[config.mk]
export PLATFORM = sky130hd
export DESIGN_NAME = running_min_max_window_mean_core
export DESIGN_NICKNAME = d
export VERILOG_FILES = /design/src/rtl/core/rmmwm_pkg.sv /design/src/rtl/core/rmmwm_ram.sv /design/src/rtl/core/rmmwm_div.sv /design/src/rtl/core/running_min_max_window_mean_core.sv
export SDC_FILE = /design/constraint.sdc
export NUM_CORES = 1
export LEC_CHECK = 0
export BUFFER_PORTS_ARGS = -buffer_cell sky130_fd_sc_hd__buf_4
export CAP_MARGIN = 10
export CORE_ASPECT_RATIO = 0.5
export CORE_MARGIN = 2
export CORE_UTILIZATION = 37
export CTS_CLUSTER_DIAMETER = 40
export CTS_CLUSTER_SIZE = 16
export DETAILED_ROUTE_END_ITERATION = 16
export GPL_TIMING_DRIVEN = 1
export PLACE_DENSITY = 0.6
export SYNTH_ARGS = -nofsm -noshare
export SYNTH_HDL_FRONTEND = slang
export SYNTH_SLANG_ARGS = --single-unit
export TNS_END_PERCENT = 1
[constraint.sdc]
create_clock -name i_clk -period 6.87 [get_ports i_clk]
set_input_delay 1.374 -clock i_clk [delete_from_list [all_inputs] [get_ports i_clk]]
set_output_delay 1.374 -clock i_clk [all_outputs]
set_load 0.01 [all_outputs]
[src/rtl/core/rmmwm_pkg.sv]
// Shared types and constants for the running minimum, maximum and window mean core.
// Depends on nothing; used by the divider, the top level and the testbench.
package rmmwm_pkg;

    localparam int DATA_W = 16;

    localparam logic signed [DATA_W-1:0] MIN_RESET = 16'sh7FFF;
    localparam logic signed [DATA_W-1:0] MAX_RESET = 16'sh8000;

    typedef enum logic [1:0] {
        S_IDLE,
        S_SUM,
        S_DIV,
        S_DONE
    } t_state;

endpackage

[src/rtl/core/rmmwm_ram.sv]
// Generic single-port-write, single-port-read RAM with a registered read.
// Depends on nothing.
module rmmwm_ram #(
    parameter int WIDTH = 16,
    parameter int DEPTH = 10
) (
    input  logic                                    i_clk,
    input  logic                                    i_we,
    input  logic [(DEPTH > 1 ? $clog2(DEPTH) : 1)-1:0] i_waddr,
    input  logic [WIDTH-1:0]                        i_wdata,
    input  logic [(DEPTH > 1 ? $clog2(DEPTH) : 1)-1:0] i_raddr,
    output logic [WIDTH-1:0]                        o_rdata
);

    logic [WIDTH-1:0] r_mem [DEPTH];
    logic [WIDTH-1:0] r_rdata;

    always_ff @(posedge i_clk) begin
        if (i_we) begin
            r_mem[i_waddr] <= i_wdata;
        end
        r_rdata <= r_mem[i_raddr];
    end

    assign o_rdata = r_rdata;

endmodule

[src/rtl/core/rmmwm_div.sv]
// Bit-serial restoring divider: signed dividend by unsigned count, one quotient bit a cycle.
// Depends on rmmwm_pkg for the result width.
module rmmwm_div #(
    parameter int SUM_W = 20,
    parameter int CNT_W = 4
) (
    input  logic                             i_clk,
    input  logic                             i_rst_n,
    input  logic                             i_start,
    input  logic signed [SUM_W-1:0]          i_dividend,
    input  logic [CNT_W-1:0]                 i_divisor,
    output logic                             o_done,
    output logic signed [rmmwm_pkg::DATA_W-1:0] o_quotient
);

    localparam int STEP_W = (SUM_W > 1) ? $clog2(SUM_W) : 1;

    logic             r_busy;
    logic             r_done;
    logic [STEP_W-1:0] r_step;
    logic [CNT_W:0]   r_rem;
    logic [SUM_W-1:0] r_quo;
    logic [CNT_W-1:0] r_divisor;
    logic             r_neg;

    logic [CNT_W:0]   rem_sh;
    logic             fits;
    logic [CNT_W:0]   n_rem;
    logic [SUM_W-1:0] n_quo;
    logic [SUM_W-1:0] magnitude;
    logic [SUM_W-1:0] signed_quo;

    always_comb begin
        magnitude = i_dividend[SUM_W-1] ? (~i_dividend + 1'b1) : i_dividend;
        rem_sh    = {r_rem[CNT_W-1:0], r_quo[SUM_W-1]};
        fits      = rem_sh >= {1'b0, r_divisor};
        n_rem     = fits ? (rem_sh - {1'b0, r_divisor}) : rem_sh;
        n_quo     = {r_quo[SUM_W-2:0], fits};
        signed_quo = r_neg ? (~r_quo + 1'b1) : r_quo;
    end

    always_ff @(posedge i_clk) begin
        if (!i_rst_n) begin
            r_busy <= 1'b0;
            r_done <= 1'b0;
            r_step <= '0;
        end else begin
            r_done <= 1'b0;
            if (i_start) begin
                r_busy <= 1'b1;
                r_step <= '0;
            end else if (r_busy) begin
                r_step <= r_step + 1'b1;
                if (r_step == STEP_W'(SUM_W - 1)) begin
                    r_busy <= 1'b0;
                    r_done <= 1'b1;
                end
            end
        end
    end

    always_ff @(posedge i_clk) begin
        if (i_start) begin
            r_rem     <= '0;
            r_quo     <= magnitude;
            r_divisor <= i_divisor;
            r_neg     <= i_dividend[SUM_W-1];
        end else if (r_busy) begin
            r_rem <= n_rem;
            r_quo <= n_quo;
        end
    end

    assign o_done     = r_done;
    assign o_quotient = signed_quo[rmmwm_pkg::DATA_W-1:0];

endmodule

[src/rtl/core/running_min_max_window_mean_core.sv]
// Running minimum, maximum and window mean of a signed 16-bit sample stream.
// A taken sample is registered, then passes through states S_SUM, S_DIV and S_DONE; in
// S_DIV the bit-serial divider forms SUM_W (16 plus clog2(WINDOW)) quotient bits.
// One item is processed at a time, so no new transaction is taken until S_DONE has moved
// its result to the output register; the next is taken while the result waits there.
// Synchronous active-low reset presets extremes; clears sum, fill count and ring position.
module running_min_max_window_mean_core #(
    parameter int WINDOW = 10
) (
    input  logic                                  i_clk,
    input  logic                                  i_rst_n,
    input  logic                                  i_valid,
    output logic                                  o_ready,
    input  logic signed [rmmwm_pkg::DATA_W-1:0]   i_sample,
    output logic                                  o_valid,
    input  logic                                  i_ready,
    output logic signed [rmmwm_pkg::DATA_W-1:0]   o_min_value,
    output logic signed [rmmwm_pkg::DATA_W-1:0]   o_max_value,
    output logic signed [rmmwm_pkg::DATA_W-1:0]   o_mean_value
);

    localparam int DW    = rmmwm_pkg::DATA_W;
    localparam int IDX_W = (WINDOW > 1) ? $clog2(WINDOW) : 1;
    localparam int CNT_W = $clog2(WINDOW + 1);
    localparam int SUM_W = DW + $clog2(WINDOW);

    rmmwm_pkg::t_state r_state, n_state;

    logic signed [DW-1:0]    r_sample;
    logic signed [DW-1:0]    r_min, n_min;
    logic signed [DW-1:0]    r_max, n_max;
    logic [IDX_W-1:0]        r_slot, n_slot;
    logic [CNT_W-1:0]        r_fill, n_fill;
    logic signed [SUM_W-1:0] r_sum, n_sum;
    logic                    r_out_valid;
    logic signed [DW-1:0]    r_out_min, r_out_max, r_out_mean;

    logic                    in_take;
    logic                    out_load;
    logic                    ram_we;
    logic                    div_start;
    logic                    div_done;
    logic signed [DW-1:0]    div_quo;
    logic [DW-1:0]           old_sample;
    logic                    full;

    rmmwm_ram #(
        .WIDTH (DW),
        .DEPTH (WINDOW)
    ) u_ram (
        .i_clk   (i_clk),
        .i_we    (ram_we),
        .i_waddr (r_slot),
        .i_wdata (r_sample),
        .i_raddr (r_slot),
        .o_rdata (old_sample)
    );

    rmmwm_div #(
        .SUM_W (SUM_W),
        .CNT_W (CNT_W)
    ) u_div (
        .i_clk      (i_clk),
        .i_rst_n    (i_rst_n),
        .i_start    (div_start),
        .i_dividend (n_sum),
        .i_divisor  (n_fill),
        .o_done     (div_done),
        .o_quotient (div_quo)
    );

    always_comb begin
        n_state = r_state;
        case (r_state)
            rmmwm_pkg::S_IDLE: begin
                if (i_valid) begin
                    n_state = rmmwm_pkg::S_SUM;
                end
            end
            rmmwm_pkg::S_SUM: begin
                n_state = rmmwm_pkg::S_DIV;
            end
            rmmwm_pkg::S_DIV: begin
                if (div_done) begin
                    n_state = rmmwm_pkg::S_DONE;
                end
            end
            rmmwm_pkg::S_DONE: begin
                if (!r_out_valid || i_ready) begin
                    n_state = rmmwm_pkg::S_IDLE;
                end
            end
            default: begin
                n_state = rmmwm_pkg::S_IDLE;
            end
        endcase
    end

    always_comb begin
        o_ready   = 1'b0;
        ram_we    = 1'b0;
        div_start = 1'b0;
        out_load  = 1'b0;
        case (r_state)
            rmmwm_pkg::S_IDLE: begin
                o_ready = 1'b1;
            end
            rmmwm_pkg::S_SUM: begin
                ram_we    = 1'b1;
                div_start = 1'b1;
            end
            rmmwm_pkg::S_DIV: begin
            end
            rmmwm_pkg::S_DONE: begin
                out_load = !r_out_valid || i_ready;
            end
            default: begin
            end
        endcase
    end

    always_comb begin
        in_take = i_valid && o_ready;
        full    = r_fill >= CNT_W'(WINDOW);
        n_min   = (in_take && (i_sample < r_min)) ? i_sample : r_min;
        n_max   = (in_take && (i_sample > r_max)) ? i_sample : r_max;
        n_sum   = r_sum + SUM_W'(r_sample);
        if (full) begin
            n_sum = n_sum - SUM_W'($signed(old_sample));
        end
        n_fill = full ? r_fill : r_fill + 1'b1;
        n_slot = (r_slot == IDX_W'(WINDOW - 1)) ? '0 : r_slot + 1'b1;
    end

    always_ff @(posedge i_clk) begin
        if (!i_rst_n) begin
            r_state     <= rmmwm_pkg::S_IDLE;
            r_min       <= rmmwm_pkg::MIN_RESET;
            r_max       <= rmmwm_pkg::MAX_RESET;
            r_slot      <= '0;
            r_fill      <= '0;
            r_sum       <= '0;
            r_out_valid <= 1'b0;
        end else begin
            r_state <= n_state;
            r_min   <= n_min;
            r_max   <= n_max;
            if (ram_we) begin
                r_slot <= n_slot;
                r_fill <= n_fill;
                r_sum  <= n_sum;
            end
            if (out_load) begin
                r_out_valid <= 1'b1;
            end else if (i_ready) begin
                r_out_valid <= 1'b0;
            end
        end
    end

    always_ff @(posedge i_clk) begin
        if (in_take) begin
            r_sample <= i_sample;
        end
        if (out_load) begin
            r_out_min  <= r_min;
            r_out_max  <= r_max;
            r_out_mean <= div_quo;
        end
    end

    assign o_valid      = r_out_valid;
    assign o_min_value  = r_out_min;
    assign o_max_value  = r_out_max;
    assign o_mean_value = r_out_mean;

endmodule

==> results of run 1 <==
-- cells in the final DEF, fill, tap and decap left out, types with 11 or more instances in the layout --
cell | netlist | layout
xor2_1 | 29 | 29
a211oi_1 | 31 | 31
clkbuf_16 | 0 | 36
dfxtp_1 | 90 | 87
nor2b_1 | 28 | 27
o21ai_0 | 42 | 42
nand2b_1 | 13 | 13
nor2_1 | 115 | 115
inv_1 | 70 | 70
buf_4 | 0 | 84
nor3_1 | 21 | 19
o211ai_1 | 22 | 22
a21oi_1 | 72 | 71
nand3_1 | 13 | 13
mux4_2 | 32 | 32
a21o_1 | 11 | 11
ha_1 | 82 | 81
mux2i_1 | 54 | 54
nand2_1 | 73 | 73
mux2_2 | 13 | 13
xnor2_1 | 36 | 36
edfxtp_1 | 249 | 249
-- through the flow --
step | setup slack (ns) | std cells | util | power, W
final | 0.709 | 1946 | 0.434 | 0.00910
after global placement | 0.842 | 1882 | 0.408 | 0.00715
after CTS | 0.733 | 1946 | 0.434 | 0.00917
after detailed placement | 0.777 | 1882 | 0.408 | 0.00728
after floorplan | 1.90 | 1271 | - | 0.00623
after global routing | 0.286 | 1946 | 0.434 | 0.00976
-- cells by family (layout without fill, tap and decap cells) --
kind of cell | after synthesis | count (layout) | share of synthesized area
buffers and inverters | 122 | 220 | 0.0289
flip-flops | 339 | 339 | 0.580
adder cells (fa/ha/maj) | 85 | 85 | 0.0679
XOR/XNOR | 66 | 66 | 0.0370
AO/OA/AOI/OAI | 241 | 241 | 0.100
AND/OR/NAND/NOR | 319 | 319 | 0.0979
multiplexers | 99 | 99 | 0.0880
-- where the power goes --
group	leakage [nW]	internal (W)	switching, W	total, W
clock	0.549	0.00102	0.000843	0.00186
combinational	3.10	0.00175	0.00241	0.00416
sequential	3.01	0.00275	0.000338	0.00309
-- worst max path at each step --
stage / endpoint / slack (ns) / cells after the start
floorplan: u_div.r_quo[18]$_DFFE_PP_ / 1.90 / 20
global placement: u_div.r_quo[6]$_DFFE_PP_ / 0.84 / 19
detailed placement: u_div.r_quo[6]$_DFFE_PP_ / 0.78 / 18
CTS: u_div.r_quo[6]$_DFFE_PP_ / 0.73 / 18
global route: u_div.r_quo[6]$_DFFE_PP_ / 0.29 / 19
finish: u_div.r_quo[6]$_DFFE_PP_ / 0.71 / 19
-- per-layer routing --
metal	vias to the layer above	wire [um]
met4	0	507
met1	5024	17000
met5	-	0
li1	4877	-
met2	173	17100
met3	41	1550
-- cell type report --
cell class / instances / area (sq um) / area share
multi-input combinational: 810 / 6340 / 0.345
clock inverter: 20 / 175 / 0.00953
inverter: 72 / 270 / 0.0147
clock buffer: 44 / 951 / 0.0517
timing repair buffer: 84 / 631 / 0.0343
sequential: 339 / 9290 / 0.505
tap: 577 / 722 / 0.0393
-- critical path, stage by stage, from the launching register on --
cell and delay (ns):
edfxtp_1 0.55, ha_1 0.30, fa_1 0.41, a211oi_1 0.36, o31ai_2 0.20, o2111ai_1 0.34, nand3b_1 0.12, a21oi_1 0.19
xnor2_1 0.14, ha_1 0.29, o21ai_0 0.14, o21ai_0 0.13, a2111oi_1 0.50, o21bai_1 0.22, a211oi_2 0.24, mux2i_1 0.27
xnor3_1 0.76, o21bai_1 0.30, xnor2_1 0.15, mux2_2 0.28
==> results.md, run 1 <==
- GR Util met1: 0.221
- Slew @ Worst Pin: 1.10 ns
- Synth async-reset ratio: 0
- Worst rel slew slack: 0.267
- Max-slew violation count: 0
- Status: completed
- Max FFs per register: 160
- Post-Synthesis Cells: 1271
- GR Util All Layers: 0.159
- Largest register by flop count: u_ram.r_mem
- Clock transition at the registers of the reported paths: 0.07 ns
- Dominant synthesized flop cell: edfxtp_1
- Worst setup SP type: flop
- Critical path endpoint category: flop
- Initial Util: 0.378
- Post-DP HPWL: 24.7 mm
- Cts repair resizes: 0
- Die width: 298 um
- Final net count: 1447
- Minimum clock period: 6.16 ns
- Synthesized cell area: 16000 sq um
- Die Y: 151 um
- Num ports: 70
- Drt first pass iters: 8
- Max-cap violations: 0
- Final hold vios: 0
- First-pass GRT wire length: 56.1 mm
- Worst VDD drop: 0.246 mV
- Number of fillers in the final layout: 3889
- GRT Max-Usage Layer: met2
- TritonCTS Sinks: 339
- R2r endpoint: u_div.r_quo[6]$_DFFE_PP_
- Top cell type's share of synthesized area: 0.468
- Port bufs: 69
- CTS tree: built
- Final setup vio count: 0
- Initial antenna violation count: 0
- Count leader, synth: edfxtp_1
- Ant. Diodes: 0
- Worst setup path startpoint: r_sample[0]$_DFFE_PP_
- RSZ-0062 raised after global routing: false
- R2r worst-path depth: 19
- Worst Path Max Fanout: 22
- Type of the worst setup path: reg -> reg
- Post-synth top cells: 249 x edfxtp_1, 115 x nor2_1, 90 x dfxtp_1
- Core ar.: 42300 sq um
- Htree depth: 2
- CP arrival: 6.45 ns
- Period Utilization, post-route: 0.897
- P&R area growth vs syn: 14.9%
- Data required time at the worst endpoint: 7.16 ns
- CTS root buf: clkbuf_16
- Setup TNS Final: 0 ns
- Post-synthesis sequential area ratio: 0.580
- Post-CTS Setup Repair Bufs: 0
- Hold Startpoint: r_min[3]$_SDFFE_PN1P_
- Clock latency on the worst-skew pair: 0.53 ns
- HP Class: reg -> reg
- Drt wl/cell: 18.6 um
- Die ar.: 45000 sq um
- Met3 usage: 0.0250
- DR vias: 10100
- Layout cells sized above 1: 0.158
- Synth area leaders: edfxtp_1 47%, dfxtp_1 11%, ha_1 6.4%, mux4_2 4.5%, mux2i_1 3.4%
- Num CTS Buffers: 35
- Hold Path Depth: 0
- Residual DRC: 0
- Reg-to-reg critical path startpoint: r_sample[0]$_DFFE_PP_
- ANT nets after route: 0
- GRT Residual Overflow: 0
- Cell taking the most area after synthesis: edfxtp_1
- YS warnings: 0
- Row cnt: 53
- Worst Hold Endpoint: o_min_value[3]$_DFFE_PP_
- Post-synth EDFFs: 249
- Largest registers: u_ram.r_mem (160), r_sum (20), u_div.r_quo (20)
- Post-DP Area: 17300 sq um
- Worst R2R Setup Slack: 0.71 ns
- Hold-fix buffers, CTS: 0
- Vias in the first global route: 9879
- Mean Syn Cell Area: 12.6 sq um
- Met2 Use GR: 0.265
- Max Fclk: 162 MHz
- Distinct cells, synth: 71
- Yosys reg bits: 339
- Routability cong.: 0.883
- Via-to-Cell Ratio: 5.20
- Pin count of the biggest net entering global routing: 65
- Routed wire length: 36.2 mm
- P per Cell Area: 495 nW/um^2
- Max clock buf depth: 3
- Fin Hold WS: 0.437 ns
- Setup Skew: 0.0277 ns
- Design area: 18400 sq um
- Post-Syn Nets: 1376
- Leak pwr: 6.65 nW
- DRT iter0 DRCs: 826
(Power assumes the default switching activity.)
==> run 2, diff against run 1 <==
Settings changed: REMOVE_ABC_BUFFERS set to 1.
==> results.md, run 2 (synthesized netlist as in run 1, its figures left out) <==
- Status: completed
- Drt wl/cell: 18.7 um
- CTS root buf: clkbuf_16
- Cell chain of the critical path: ha_1 -> fa_1 -> a211oi_1 -> o31ai_2 -> o211ai_1 -> nand3b_1 -> and3_1 -> ha_1 -> a211oi_2 -> o21ai_0 -> a2111oi_1 -> o21bai_1 -> a211oi_2 -> mux2i_1 -> xnor3_1 -> o21bai_1 -> xnor2_1 -> mux2_2
- Setup Skew: 0.0233 ns
- Core ar.: 42300 sq um
- Worst VDD drop: 0.209 mV
- Num ports: 70
- Initial Util: 0.378
- Most frequent cells in the layout: 249 x edfxtp_1, 115 x nor2_1, 88 x dfxtp_1
- Cts repair resizes: 0
- Slowest CP cell: xnor3_1
- First-pass GRT wire length: 56.2 mm
- Clock power share: 0.214
- DRT iter0 DRCs: 724
- Layout cells sized above 1: 0.161
- Num CTS Buffers: 35
- Levels on crit path: 18
- Die width: 298 um
- Max FFs per register: 160
- Htree depth: 2
- GR Util All Layers: 0.160
- Port bufs: 69
- Int Pwr: 0.00562 W
- TritonCTS Sinks: 339
- Hold-fix buffers, CTS: 0
- Worst path top cell family by delay: compound AO/OA/AOI/OAI gates
- Minimum clock period: 6.00 ns
- Critical path endpoint category: flop
- Sequential cell fraction of total power: 0.336
- Post-DP Area: 17300 sq um
- Sum of buffers and inverters on the critical path: 0
- Final net count: 1449
- Combinational cell fraction of total power: 0.450
- Via-to-Cell Ratio: 5.18
- Pin count of the biggest net entering global routing: 65
- CTS tree: built
- RSZ-0062 raised after global routing: false
- Design area: 18500 sq um
- Hold Path Depth: 0
- Post-CTS Setup Repair Bufs: 0
- Data required time at the worst endpoint: 7.16 ns
- Residual DRC: 0
- P&R area growth vs syn: 15.4%
- GRT Residual Overflow: 0
- Die Y: 151 um
- Reg area: 9280 sq um
- Drt first pass iters: 5
- Max clock buf depth: 3
- R2r worst-path depth: 18
- Post-DP HPWL: 25.2 mm
- Max-cap violations: 0
- ANT nets after route: 0
- Sw frac: 0.390
- Worst rel slew slack: 0.220
- Period Utilization, post-route: 0.874
- Type of the worst setup path: reg -> reg
- Max Fclk: 167 MHz
- Final setup vio count: 0
- DR vias: 10100
- Final hold vios: 0
- Multi-input logic area: 6340 sq um
- Vias in the first global route: 9952
- Max-slew violation count: 0
- Clock latency on the worst-skew pair: 0.54 ns
- P per Cell Area: 499 nW/um^2
- Worst setup SP type: flop
- Largest registers: u_ram.r_mem (160), r_sum (20), u_div.r_quo (20)
- Max incr delay on CP: 0.74 ns
- Sw power: 0.00359 W
- Initial antenna violation count: 0
- Clock transition at the registers of the reported paths: 0.07 ns
- Die ar.: 45000 sq um
- Setup TNS Final: 0 ns
- Number of fillers in the final layout: 3895
- HP Class: reg -> reg
- Worst Path Max Fanout: 22
- Ant. Diodes: 0
- Routed wire length: 36.3 mm
- Routability cong.: 0.861
- Slew @ Worst Pin: 1.17 ns
- CP arrival: 6.29 ns
- Largest register by flop count: u_ram.r_mem
- Leak pwr: 6.69 nW
- Most common cell after layout, fill and taps aside: edfxtp_1
- Row cnt: 53
==> run 2: worst paths after layout <==
check / startpoint / slack [ns] / endpoint
max: r_sample[0]$_DFFE_PP_ / 0.87 / u_div.r_quo[6]$_DFFE_PP_
min: r_min[3]$_SDFFE_PN1P_ / 0.43 / o_min_value[3]$_DFFE_PP_
max reg2reg: r_sample[0]$_DFFE_PP_ / 0.87 / u_div.r_quo[6]$_DFFE_PP_
min reg2reg: r_min[3]$_SDFFE_PN1P_ / 0.43 / o_min_value[3]$_DFFE_PP_
==> run 2: per-layer routing <==
layer  part of all wire  vias to the layer above  track usage
met5                  0                        -            0
met4              0.016                        0       0.0402
met3              0.054                       47       0.0300
met2               0.48                      229        0.268
met1               0.45                     4907        0.217
li1                   -                     4904            -
==> run 2: cell type report <==
type,instances,area share
Tap cell,577,0.0391
Inverter,72,0.0146
Sequential cell,339,0.503
Multi-Input combinational cell,810,0.344
Clock buffer,36,0.0477
Timing Repair Buffer,86,0.0350
Clock inverter,27,0.0169
==> run 2: metrics by stage <==
| stage | instances | worst slack [ns] | hold slack (ns) | utilization | power [W] |
|---|---|---|---|---|---|
| detailed placement | 1884 | 0.884 | 0.416 | 0.408 | 0.00727 |
| CTS | 1947 | 0.866 | 0.430 | 0.436 | 0.00927 |
| floorplan | 1221 | 1.69 | 0.408 | - | 0.00621 |
| global route | 1947 | 0.385 | 0.432 | 0.436 | 0.00986 |
| finish | 1947 | 0.868 | 0.430 | 0.436 | 0.00921 |
| global placement | 1884 | 0.900 | 0.418 | 0.408 | 0.00714 |
==> run 2: power groups by stage <==
stage,combinational [W],clock (W),sequential (W)
2_1_floorplan,0.00315,0,0.00306
3_3_place_gp,0.00401,0,0.00312
3_5_place_dp,0.00413,0,0.00315
4_1_cts,0.00415,0.00202,0.00311
5_1_grt,0.00462,0.00209,0.00315
6_report,0.00414,0.00197,0.00310
